## config.mk

```make
export PLATFORM = sky130hd
export DESIGN_NAME = calendar_date_add_days_flat
export DESIGN_NICKNAME = d
export VERILOG_FILES = /design/src/design/cdad_pkg.sv /design/src/design/cdad_in_if.sv /design/src/design/cdad_out_if.sv /design/src/design/cdad_report.sv /design/src/design/calendar_date_add_days.sv /design/src/flat_wrapper.sv
export SDC_FILE = /design/constraint.sdc
export NUM_CORES = 1
export LEC_CHECK = 0
export BUFFER_PORTS_ARGS = -buffer_cell sky130_fd_sc_hd__buf_2
export CORE_MARGIN = 2
export CORE_UTILIZATION = 60
export DETAILED_ROUTE_END_ITERATION = 8
export PLACE_DENSITY = 0.85
export SETUP_SLACK_MARGIN = 0.4
export SYNTH_ARGS = -nofsm -noshare
export SYNTH_HDL_FRONTEND = slang
export SYNTH_SLANG_ARGS = --single-unit
```

## constraint.sdc

```tcl
create_clock -name clk -period 11.5 [get_ports clk]
set_clock_uncertainty 0.15 [all_clocks]
set_input_delay 2.3 -clock clk [delete_from_list [all_inputs] [get_ports clk]]
set_output_delay 2.3 -clock clk [all_outputs]
set_load 0.01 [all_outputs]
```

## src/design/cdad_pkg.sv

```systemverilog
package cdad_pkg;

	localparam int ADD_WIDTH  = 16;
	localparam int YEAR_LIMIT = 9999;

	localparam int DAY_W   = 5;
	localparam int MON_W   = 4;
	localparam int YEAR_W  = 14;
	localparam int DOY_W   = 9;
	localparam int DADD_W  = 16;
	localparam int LYEAR_W = 16;
	localparam int SUM_W   = DADD_W + 1;
	localparam int Y25_W   = 5;
	localparam int KCNT_W  = 4;

	localparam logic [YEAR_W-1:0] RESET_YEAR = YEAR_W'(2000);
	localparam logic [Y25_W-1:0]  RESET_Y25  = Y25_W'(2000 % 25);
	localparam logic [Y25_W-1:0]  MOD25      = Y25_W'(25);
	// 25 << 9 is the largest multiple of this form below 2^14
	localparam logic [KCNT_W-1:0] MOD_TOP    = KCNT_W'(9);

	localparam logic [DADD_W-1:0] ADD_MASK =
		(ADD_WIDTH >= DADD_W) ? {DADD_W{1'b1}} : DADD_W'((32'd1 << ADD_WIDTH) - 32'd1);

	// year mod 400 == 0 iff mod 16 and mod 25 are zero; mod 100 likewise with 4
	function automatic logic leap_of(input logic [YEAR_W-1:0] yr, input logic [Y25_W-1:0] y25);
		return (yr[1:0] == 2'd0) && ((y25 != '0) || (yr[3:0] == 4'd0));
	endfunction

	function automatic logic [DAY_W-1:0] month_len(input logic [MON_W-1:0] mon, input logic leap);
		logic [DAY_W-1:0] len;
		case (mon) inside
			4'd2: len = leap ? DAY_W'(29) : DAY_W'(28);
			4'd4, 4'd6, 4'd9, 4'd11: len = DAY_W'(30);
			default: len = DAY_W'(31);
		endcase
		return len;
	endfunction

	// days of all earlier months in a common year
	function automatic logic [DOY_W-1:0] cum_days(input logic [MON_W-1:0] mon);
		logic [DOY_W-1:0] c;
		unique case (mon)
			4'd2:  c = DOY_W'(31);
			4'd3:  c = DOY_W'(59);
			4'd4:  c = DOY_W'(90);
			4'd5:  c = DOY_W'(120);
			4'd6:  c = DOY_W'(151);
			4'd7:  c = DOY_W'(181);
			4'd8:  c = DOY_W'(212);
			4'd9:  c = DOY_W'(243);
			4'd10: c = DOY_W'(273);
			4'd11: c = DOY_W'(304);
			4'd12: c = DOY_W'(334);
			default: c = '0;
		endcase
		return c;
	endfunction

endpackage

```

## src/design/cdad_in_if.sv

```systemverilog
interface cdad_in_if;
	import cdad_pkg::*;

	logic                      valid;
	logic                      ready;
	logic                      op;
	logic [5:0]                new_day;
	logic [3:0]                new_month;
	logic signed [LYEAR_W-1:0] new_year;
	logic [DADD_W-1:0]         days_to_add;

	modport source (output valid, op, new_day, new_month, new_year, days_to_add, input ready);
	modport sink (input valid, op, new_day, new_month, new_year, days_to_add, output ready);
endinterface

```

## src/design/cdad_out_if.sv

```systemverilog
interface cdad_out_if;
	import cdad_pkg::*;

	logic              valid;
	logic              ready;
	logic [DAY_W-1:0]  out_day;
	logic [MON_W-1:0]  out_month;
	logic [YEAR_W-1:0] out_year;
	logic [DOY_W-1:0]  day_of_year;
	logic [DOY_W-1:0]  days_remaining;
	logic              is_leap;
	logic              overflow;

	modport source (output valid, out_day, out_month, out_year, day_of_year, days_remaining,
		is_leap, overflow, input ready);
	modport sink (input valid, out_day, out_month, out_year, day_of_year, days_remaining,
		is_leap, overflow, output ready);
endinterface

```

## src/design/cdad_report.sv

```systemverilog
module cdad_report (
	input  logic [cdad_pkg::DAY_W-1:0] day,
	input  logic [cdad_pkg::MON_W-1:0] month,
	input  logic                       leap,
	output logic [cdad_pkg::DOY_W-1:0] doy,
	output logic [cdad_pkg::DOY_W-1:0] remaining
);
	import cdad_pkg::*;

	logic [DOY_W-1:0] total;

	always_comb begin
		doy = DOY_W'(day) + cum_days(month) + DOY_W'(leap && (month > 4'd2));
		total = leap ? DOY_W'(366) : DOY_W'(365);
		remaining = (total >= doy) ? (total - doy) : '0;
	end
endmodule

```

## src/design/calendar_date_add_days.sv

```systemverilog
// calendar date register with day addition
// req channel: op = 0 loads new_day/new_month/new_year (clamped to a valid
// range), op = 1 adds days_to_add to the stored date. one result per item on
// rsp: date, day of year, days left in the year, leap flag and overflow.
// one item is worked at a time; req.ready is high only while idle.
// a load runs a 10-step reduction of the year mod 25 on the shared
// subtractor, then the final step and the result register. an add
// walks the months on the same subtractor, crossing one month per cycle,
// then goes through the final step and the result register.
// a finished result sits in the output register; if rsp is stalled the next
// item is still taken and worked, and holds only at its final step until
// the output register frees up.
// reset sets the date to 1 january 2000 with no result pending.
module calendar_date_add_days (
	input  logic       clk,
	input  logic       arst_n,
	cdad_in_if.sink    req,
	cdad_out_if.source rsp
);
	import cdad_pkg::*;

	typedef enum logic [3:0] {
		ST_IDLE = 4'b0001,
		ST_MOD  = 4'b0010,
		ST_WALK = 4'b0100,
		ST_FIN  = 4'b1000
	} state_t;

	state_t             state_q;
	logic [DAY_W-1:0]   day_q;
	logic [MON_W-1:0]   mon_q;
	logic [YEAR_W-1:0]  year_q;
	logic [Y25_W-1:0]   y25_q;
	logic [SUM_W-1:0]   sum_q;
	logic [YEAR_W-1:0]  red_q;
	logic [KCNT_W-1:0]  k_q;
	logic               ovf_q;

	logic               out_valid_q;
	logic [DAY_W-1:0]   out_day_q;
	logic [MON_W-1:0]   out_month_q;
	logic [YEAR_W-1:0]  out_year_q;
	logic [DOY_W-1:0]   out_doy_q;
	logic [DOY_W-1:0]   out_rem_q;
	logic               out_leap_q;
	logic               out_ovf_q;

	logic               leap;
	logic [DAY_W-1:0]   len;
	logic [SUM_W-1:0]   sub_a, sub_b, diff;
	logic               borrow;
	logic               accept;
	logic               fin_load;
	logic [DOY_W-1:0]   doy, remaining;
	logic [DAY_W-1:0]   ld_day;
	logic [MON_W-1:0]   ld_mon;
	logic [YEAR_W-1:0]  ld_year;

	assign leap = leap_of(year_q, y25_q);
	assign len  = month_len(mon_q, leap);

	// shared subtractor: year reduction during loads, month walk during adds
	always_comb begin
		unique case (state_q)
			ST_MOD: begin
				sub_a = SUM_W'(red_q);
				sub_b = SUM_W'(MOD25) << k_q;
			end
			default: begin
				sub_a = sum_q;
				sub_b = SUM_W'(len);
			end
		endcase
		{borrow, diff} = {1'b0, sub_a} - {1'b0, sub_b};
	end

	always_comb begin
		ld_day = ((req.new_day == 6'd0) || (req.new_day > 6'd31)) ? DAY_W'(1) : req.new_day[DAY_W-1:0];
		ld_mon = ((req.new_month == 4'd0) || (req.new_month > 4'd12)) ? MON_W'(1) : req.new_month;
		if (req.new_year[LYEAR_W-1])
			ld_year = RESET_YEAR;
		else if (req.new_year > LYEAR_W'(YEAR_LIMIT))
			ld_year = YEAR_W'(YEAR_LIMIT);
		else
			ld_year = req.new_year[YEAR_W-1:0];
	end

	assign req.ready = (state_q == ST_IDLE);
	assign accept    = req.valid && req.ready;
	assign fin_load  = (state_q == ST_FIN) && (!out_valid_q || rsp.ready);

	cdad_report u_report (
		.day       (day_q),
		.month     (mon_q),
		.leap      (leap),
		.doy       (doy),
		.remaining (remaining)
	);

	always_ff @(posedge clk or negedge arst_n) begin
		if (!arst_n) begin
			state_q <= ST_IDLE;
			day_q   <= DAY_W'(1);
			mon_q   <= MON_W'(1);
			year_q  <= RESET_YEAR;
			y25_q   <= RESET_Y25;
			ovf_q   <= 1'b0;
			sum_q   <= '0;
			red_q   <= '0;
			k_q     <= '0;
		end else begin
			unique case (state_q)
				ST_IDLE: begin
					if (accept) begin
						ovf_q <= 1'b0;
						if (!req.op) begin
							day_q   <= ld_day;
							mon_q   <= ld_mon;
							year_q  <= ld_year;
							red_q   <= ld_year;
							k_q     <= MOD_TOP;
							state_q <= ST_MOD;
						end else begin
							sum_q   <= SUM_W'(day_q) + SUM_W'(req.days_to_add & ADD_MASK);
							state_q <= ST_WALK;
						end
					end
				end
				ST_MOD: begin
					if (!borrow)
						red_q <= diff[YEAR_W-1:0];
					if (k_q == '0) begin
						y25_q   <= borrow ? red_q[Y25_W-1:0] : diff[Y25_W-1:0];
						state_q <= ST_FIN;
					end else begin
						k_q <= k_q - KCNT_W'(1);
					end
				end
				ST_WALK: begin
					if (borrow || (diff == '0)) begin
						day_q   <= sum_q[DAY_W-1:0];
						state_q <= ST_FIN;
					end else begin
						sum_q <= diff;
						if (mon_q == MON_W'(12)) begin
							if (year_q >= YEAR_W'(YEAR_LIMIT)) begin
								// saturate at the last day of the largest year
								day_q   <= DAY_W'(31);
								year_q  <= YEAR_W'(YEAR_LIMIT);
								ovf_q   <= 1'b1;
								state_q <= ST_FIN;
							end else begin
								mon_q  <= MON_W'(1);
								year_q <= year_q + YEAR_W'(1);
								y25_q  <= (y25_q == MOD25 - Y25_W'(1)) ? '0 : y25_q + Y25_W'(1);
							end
						end else begin
							mon_q <= mon_q + MON_W'(1);
						end
					end
				end
				ST_FIN: begin
					if (fin_load)
						state_q <= ST_IDLE;
				end
				default: state_q <= ST_IDLE;
			endcase
		end
	end

	always_ff @(posedge clk or negedge arst_n) begin
		if (!arst_n) begin
			out_valid_q <= 1'b0;
		end else if (fin_load) begin
			out_valid_q <= 1'b1;
		end else if (rsp.ready) begin
			out_valid_q <= 1'b0;
		end
	end

	always_ff @(posedge clk) begin
		if (fin_load) begin
			out_day_q   <= day_q;
			out_month_q <= mon_q;
			out_year_q  <= year_q;
			out_doy_q   <= doy;
			out_rem_q   <= remaining;
			out_leap_q  <= leap;
			out_ovf_q   <= ovf_q;
		end
	end

	assign rsp.valid          = out_valid_q;
	assign rsp.out_day        = out_day_q;
	assign rsp.out_month      = out_month_q;
	assign rsp.out_year       = out_year_q;
	assign rsp.day_of_year    = out_doy_q;
	assign rsp.days_remaining = out_rem_q;
	assign rsp.is_leap        = out_leap_q;
	assign rsp.overflow       = out_ovf_q;

	a_y25_range: assert property (@(posedge clk) disable iff (!arst_n)
		y25_q < MOD25)
		else $error("year mod 25 tracker out of range");

	a_busy_after_transfer: assert property (@(posedge clk) disable iff (!arst_n)
		accept |=> !req.ready)
		else $error("req ready right after a transfer");

	a_ovf_date: assert property (@(posedge clk) disable iff (!arst_n)
		rsp.valid && rsp.overflow |-> rsp.out_day == DAY_W'(31) && rsp.out_month == MON_W'(12)
			&& rsp.out_year == YEAR_W'(YEAR_LIMIT))
		else $error("overflow result not at the saturated date");

	a_leap_div4: assert property (@(posedge clk) disable iff (!arst_n)
		rsp.valid && rsp.is_leap |-> rsp.out_year[1:0] == 2'd0)
		else $error("leap flag on a year not divisible by 4");

	a_year_total: assert property (@(posedge clk) disable iff (!arst_n)
		rsp.valid |-> (rsp.day_of_year + rsp.days_remaining) == (rsp.is_leap ? 366 : 365))
		else $error("day of year and days remaining do not add up to the year length");
endmodule

```

## src/flat_wrapper.sv

```systemverilog
// flat-port wrapper written by rule: the top's interface ports become plain ports
module calendar_date_add_days_flat import cdad_pkg::*;
  (clk, arst_n, req_valid, req_op, req_new_day, req_new_month, req_new_year, req_days_to_add, req_ready, rsp_valid, rsp_out_day, rsp_out_month, rsp_out_year, rsp_day_of_year, rsp_days_remaining, rsp_is_leap, rsp_overflow, rsp_ready);
  cdad_in_if req_i ();
  cdad_out_if rsp_i ();
  input  logic clk;
  input  logic arst_n;
  input wire logic [$bits(req_i.valid)-1:0] req_valid;
  input wire logic [$bits(req_i.op)-1:0] req_op;
  input wire logic [$bits(req_i.new_day)-1:0] req_new_day;
  input wire logic [$bits(req_i.new_month)-1:0] req_new_month;
  input wire logic [$bits(req_i.new_year)-1:0] req_new_year;
  input wire logic [$bits(req_i.days_to_add)-1:0] req_days_to_add;
  output wire logic [$bits(req_i.ready)-1:0] req_ready;
  output wire logic [$bits(rsp_i.valid)-1:0] rsp_valid;
  output wire logic [$bits(rsp_i.out_day)-1:0] rsp_out_day;
  output wire logic [$bits(rsp_i.out_month)-1:0] rsp_out_month;
  output wire logic [$bits(rsp_i.out_year)-1:0] rsp_out_year;
  output wire logic [$bits(rsp_i.day_of_year)-1:0] rsp_day_of_year;
  output wire logic [$bits(rsp_i.days_remaining)-1:0] rsp_days_remaining;
  output wire logic [$bits(rsp_i.is_leap)-1:0] rsp_is_leap;
  output wire logic [$bits(rsp_i.overflow)-1:0] rsp_overflow;
  input wire logic [$bits(rsp_i.ready)-1:0] rsp_ready;
  assign req_i.valid = req_valid;
  assign req_i.op = req_op;
  assign req_i.new_day = req_new_day;
  assign req_i.new_month = req_new_month;
  assign req_i.new_year = req_new_year;
  assign req_i.days_to_add = req_days_to_add;
  assign req_ready = req_i.ready;
  assign rsp_valid = rsp_i.valid;
  assign rsp_out_day = rsp_i.out_day;
  assign rsp_out_month = rsp_i.out_month;
  assign rsp_out_year = rsp_i.out_year;
  assign rsp_day_of_year = rsp_i.day_of_year;
  assign rsp_days_remaining = rsp_i.days_remaining;
  assign rsp_is_leap = rsp_i.is_leap;
  assign rsp_overflow = rsp_i.overflow;
  assign rsp_i.ready = rsp_ready;
  calendar_date_add_days u_core (.clk(clk), .arst_n(arst_n), .req(req_i), .rsp(rsp_i));
endmodule
```

Yosys cells after proc, flatten, opt, wreduce, memory -nomap -nowiden --
Memories as Yosys holds them, arrays and structs flattened. Index checks and enable logic that the tools add are counted.
Word-level totals: flip-flop bits (word level) 112, memory bits (read-only) 144, input port bits 47, output and inout bits 45, word-level logic and storage cells 150, memories kept 1
Memory list:
- (name not given) | depth 16, bits a word 9, read ports 1, clocked after memory_dff 0, write ports 0, line cdad_pkg.sv:43 | unique case (mon)
Cells by class: add/subtract/negate cells 9, magnitude comparators 6, equal/unequal tests 25, shift operators 1, mux-type cells 60, reductions and logical operators 31
Operators with widths (count):
- two-way mux 14 bit | 8
- two-way mux 17 bit | 5
- two-way mux 5 bit | 13
- two-way mux 4 bit | 15
- one-hot mux 14 bit (2 select lines) | 2
- one-hot mux 17 bit (2 select lines) | 1
- AND reduction 5 bit | 6
- one-hot mux 5 bit (2 select lines) | 2
- subtractor 17 x 17 -> 18 bit | 1
- adder 5 x 16 -> 17 bit | 1
- zero test 17 bit | 1
- left shift 5 x 4 -> 17 bit (first input constant) | 1
- equality test 4 bit (second input constant) | 4
- greater-than comparator 16 x 15 -> 1 bit (second input constant) | 1
- one-hot mux 4 bit (2 select lines) | 2
- one-hot mux 4 bit (4 select lines) | 1
- adder 14 x 1 -> 14 bit (second input constant) | 1
- >= comparator 14 bit (second input constant) | 1
- inequality test 2 bit (second input constant) | 7
- equality test 4 x 3 -> 1 bit (second input constant) | 3
- zero test 4 bit | 3
- AND reduction 4 bit | 3
- adder 5 x 9 -> 9 bit | 1
- adder 9 x 1 -> 9 bit | 1
- 26 further kinds | 48

Longest topological paths before layout --
depth after elaboration 11, depth in mapped cells 20, depth with buffers taken out 18

By module --
Synthesis repeated with hierarchy kept, for this count alone.
Unflattened totals: cell total of the unflattened synthesis 904, area, all modules 8245.4 sq um
By module, submodules not included:
- calendar_date_add_days | times used 1, cells each 793, area an instance 7273.2 sq um, seq. area each 3029.2 sq um
- cdad_report | times used 1, cells each 111, area an instance 972.2 sq um, seq. area each 0.0 sq um

Worst setup path before layout --
OpenSTA, ideal clock, no wires.
path type input to register, start point input port rsp_ready, end point register u_core.out_doy_q[0] (netlist: u_core.rsp.day_of_year[0]) (enable), setup time 0.443 ns, data arrival time 4.186 ns, data required time 10.907 ns, slack 6.721 ns, stages on the path 2, buffers on the path 0, cell sequence nor2b_1 -> nor2_1
On the way: longest elaborated chain between the ends 2
Ends and longest elaborated chain:
- start, declared | line flat_wrapper.sv:23 | input wire logic [$bits(rsp_i.ready)-1:0] rsp_ready;
- logical OR 1 bit | line calendar_date_add_days.sv:90 | assign fin_load = (state_q == ST_FIN) && (!out_valid_q || rsp.ready);
- logical AND 1 bit | line calendar_date_add_days.sv:90
- named net u_core.fin_load | line calendar_date_add_days.sv:53 | logic fin_load;
- end signal, assigned | line calendar_date_add_days.sv:186 | out_doy_q <= doy;
- end, declared | line calendar_date_add_days.sv:43 | logic [DOY_W-1:0] out_doy_q;
The timed path passes the listed nets, and every way through them passes these cells. A chain may end at the register's enable or synchronous reset.

Final worst setup path --
start point register u_core.mon_q[0], end point register u_core.sum_q[5]
On the way: longest elaborated chain between the ends 10, elaborated cells on any way between the ends 16, those cells by class add/sub: 1; eq/ne: 6; mux: 5; reduce/logical: 4
Ends and longest elaborated chain:
- start, declared | line calendar_date_add_days.sv:31 | logic [MON_W-1:0] mon_q;
- start signal, assigned | line calendar_date_add_days.sv:118 | mon_q <= ld_mon;
- start signal, assigned | line calendar_date_add_days.sv:158 | mon_q <= mon_q + MON_W'(1);
- equality test 4 bit / equality test 4 x 3 -> 1 bit (equally long branches) | line calendar_date_add_days.sv:60 | assign len = month_len(mon_q, leap);
- OR reduction 4 bit | line cdad_pkg.sv:32 | case (mon) inside
- two-way mux 1 bit | line cdad_pkg.sv:32
- two-way mux 5 bit * | line cdad_pkg.sv:32
- two-way mux 17 bit * | line calendar_date_add_days.sv:64 | unique case (state_q)
- subtractor 17 x 17 -> 18 bit * | line calendar_date_add_days.sv:74 | {borrow, diff} = {1'b0, sub_a} - {1'b0, sub_b};
- zero test 17 bit | line calendar_date_add_days.sv:140 | if (borrow || (diff == '0)) begin
- logical OR 1 bit | line calendar_date_add_days.sv:140
- inequality test 2 bit (no line)
- AND reduction 4 bit (no line)
- end signal, assigned | line calendar_date_add_days.sv:124 | sum_q <= SUM_W'(day_q) + SUM_W'(req.days_to_add & ADD_MASK);
- end signal, assigned | line calendar_date_add_days.sv:144 | sum_q <= diff;
- end, declared | line calendar_date_add_days.sv:34 | logic [SUM_W-1:0] sum_q;
Mark *: on every way between the ends. The rest lies on a longest branch, timed or not. The select of a mux whose other input is x is not followed.

==> results.cfg <==
[logic_synthesis]
synth_area_per_cell_sq_um = 8.971
yosys.area_share.adder_pct = 7.906
synth_top_area_share_pct = 18.98
ys.flop_type = dfrtp_1
synth_seq_area_share_pct = 38.28
synth_cells = 882
synth_compound_area_share_pct = 21.36
ys_top_cells_by_area = dfrtp_1, edfxtp_1, ha_1
synth.most_common_cell = nand2_1
synth_mux_area_share_pct = 5.772
syn-num-nets = 976
synth_top_family_by_area = compound AO/OA/AOI/OAI gates
synthSimpleGateAreaFrac_pct = 18.31
synth_edf_count = 43
synth_seq_cells = 112
synth_top_area_cell = dfrtp_1
synthesis.area_sq_mm = 0.007913
synthTopCellsByCount = nand2_1, o21ai_0, dfrtp_1, nor2_1, inv_1
yosysWarnings = 0
async_flop_share_pct = 61.61
synth_cell_types = 82
synth-xor-area-share_pct = 3.653

[drt]
dr.pass1.iters = 7
wirelength_microns = 21130
vias = 7237
via_per_inst = 6.416
first_iter_violations = 1015
drc = 0
wl_per_cell_microns = 18.73
antenna_left = 0

[timing]
rsz0062_at_grt = false
hold_viol = 0
final.setup.tns_ns = 0
worst_slew_pin_slew_ns = 1.128
min_period_ns = 5.523
slew_headroom_pct = 24.63
drv_slew = 0
worst_slack_ns = 5.977
timing.fmax_mhz = 181.1
setup_viol = 0
min_period_over_period_pct = 48.02

[critical_path]
criticalPathCategory = flip-flop to flip-flop
startpoint_type = flip-flop
arrival_ns = 5.62
critical_path.max_fanout = 23
cp-end-kind = flip-flop
critPathRequiredTime_ns = 11.59

[clock_tree]
cts.htree.levels = 3
clkSlewWorstSetupHoldPaths_ns = 0.08
cts_tree = yes
cts_sinks = 112
clock-root-buffer = clkbuf_16
cts_buffer_depth = 2
postCtsSetupBuffers = 0
cts-resized-gates = 0
worstSkewPairLatency_ns = 0.37
cts-hold-fix-buffers = 0
cts_buffers = 9

[power]
cellLeakagePower_uw = 0.003760
p_comb_share_pct = 61.0
vdd_drop_max_mv = 0.1789
p_per_area_mw_per_mm2 = 315.8
switching_share_pct = 47.62
intPower_uw = 1454
clkPwrFrac_pct = 11.7
p_switching_uw = 1321
seqPwrFrac_pct = 27.3

[placement]
post_dp_cell_area_sq_mm = 0.008479
dp_slack_ns = 6.078
placed_cells = 1112
io_buffer_count = 91
dp_hpwl_microns = 15390
place_congestion = 1.054

[cells_and_area]
fillCellCount = 1039
regArea_sq_mm = 0.003029
instances_no_fill = 1128
fin_util_pct = 69.06
finalNetCount = 1045
multiInputGateArea_sq_mm = 0.004532
design_area_sq_mm = 0.008786
layout-drive-gt1-share_pct = 16.32
syn_to_final_growth_pct = 11.04
diodes = 0

[global_route]
use_met2_pct = 48.46
grt_pass1_vias = 6696
grt_util_met3_pct = 6.609
grt_max_degree = 70
grt_pass1_wl_microns = 33840
gr-total-overflow = 0
grt_busiest_layer = met2
grt_use_met1_pct = 39.74
grt_use_total_pct = 30.24
antenna_found_initial = 0

[worst_hold_path]
hold_class = flip-flop to flip-flop

[die]
start_util_pct = 62.20
num_rows = 41
fp.dieH_microns = 118.8
fp.dieW_microns = 118.8
ios = 92
core_sq_mm = 0.01272
fp.dieArea_sq_mm = 0.01412

[outcome]
status = finished clean

[run]
drv_cap = 0
## kinds of logic (layout without fill, tap and decap cells)
| family | count (synthesis) | in the layout |
|---|---|---|
| simple gates | 301 | 301 |
| flops | 112 | 112 |
| fa+ha+maj | 47 | 47 |
| compound gates | 254 | 254 |
| buf+inv | 92 | 166 |
| xor+xnor | 33 | 33 |
| mux | 43 | 43 |
## state kept, by name (all words and copies together) (netlist names)
name and cells:
u_core.sum_q 17, u_core.red_q 14, u_core.rsp.out_year 14, u_core.year_q 14, u_core.rsp.day_of_year 9, u_core.rsp.days_remaining 9
u_core.day_q 5, u_core.rsp.out_day 5, u_core.y25_q 5, u_core.k_q 4, u_core.mon_q 4, u_core.rsp.out_month 4
u_core.state_q 4, u_core.ovf_q 1, u_core.rsp.is_leap 1, u_core.rsp.overflow 1, u_core.rsp.valid 1
## cells in the final DEF, fill, tap and decap left out, types with 6 or more instances in the layout
cell / count
nand2_1: 111
buf_2: 91
o21ai_0: 77
dfrtp_1: 60
nor2_1: 59
inv_1: 52
a21oi_1: 51
edfxtp_1: 43
ha_1: 42
nand3_1: 29
mux2i_1: 22
and3_1: 19
xnor2_1: 19
o22ai_1: 16
mux2_2: 14
xor2_1: 14
nor2b_1: 13
nand2b_1: 12
or3_1: 11
a21o_1: 10
nor3_1: 10
a22oi_1: 9
clkbuf_16: 9
dfstp_2: 9
a31oi_1: 8
and2_1: 7
mux2_1: 7
buf_4: 7
nor4_1: 6
## path summary, 6_finish.rpt
kind | from | endpoint | slack, ns | cells past startpoint
setup / recovery | u_core.mon_q[0] | u_core.sum_q[5] | 5.98 | 17
hold / removal | u_core.ovf_q | u_core.rsp.overflow | 0.29 | 0
setup reg to reg | u_core.mon_q[0] | u_core.sum_q[5] | 5.98 | 17
hold reg to reg | u_core.ovf_q | u_core.rsp.overflow | 0.29 | 0
max in group asynchronous | arst_n | u_core.sum_q[4] | 8.61 | 2
min in group asynchronous | arst_n | u_core.red_q[11] | 1.97 | 2
## critical path: stages, from the launching register on
cell       delay, ns
dfstp_2         0.65
inv_1           0.10
ha_1            0.28
a21oi_1         0.17
nand2_1         0.07
a41oi_1         0.24
ha_1            0.21
inv_1           0.06
fa_1            0.41
a211oi_2        0.34
o21ai_1         0.12
a21oi_1         0.18
xnor2_1         0.12
a2111oi_0       0.50
o211ai_2        0.24
nor3_4          0.82
o21ai_4         0.33
mux2_1          0.40
## area by class of cell
| class | count | share of cell area (%) |
|---|---|---|
| Multi-Input combinational cell | 678 | 51.58 |
| Timing Repair Buffer | 98 | 5.782 |
| Sequential cell | 112 | 34.48 |
| Clock buffer | 11 | 2.763 |
| Inverter | 52 | 2.222 |
| Tap cell | 172 | 2.449 |
| Clock inverter | 5 | 0.7263 |
## layer usage
| metal | share of wire, % | vias up |
|---|---|---|
| met5 | 0 | - |
| met4 | 3.9 | 0 |
| met3 | 7.8 | 61 |
| met2 | 47 | 350 |
| met1 | 41 | 3454 |
| li1 | - | 3372 |
## through the flow
step	hold WS (ns)	power (uW)
4_1_cts	0.2964	2744
2_1_floorplan	0.2756	1990
6_report	0.2941	2775
3_5_place_dp	0.2882	2407
3_3_place_gp	0.2868	2370
5_1_grt	0.3029	2991
## power by group through the flow
stage	logic (uW)	clock network (uW)	registers, uW
6_report	1690	325	758
5_1_grt	1870	345	773
3_5_place_dp	1650	0	758
4_1_cts	1670	328	751
3_3_place_gp	1620	0	752
2_1_floorplan	1290	0	699
Note: power is estimated with default switching activity, not from simulation.
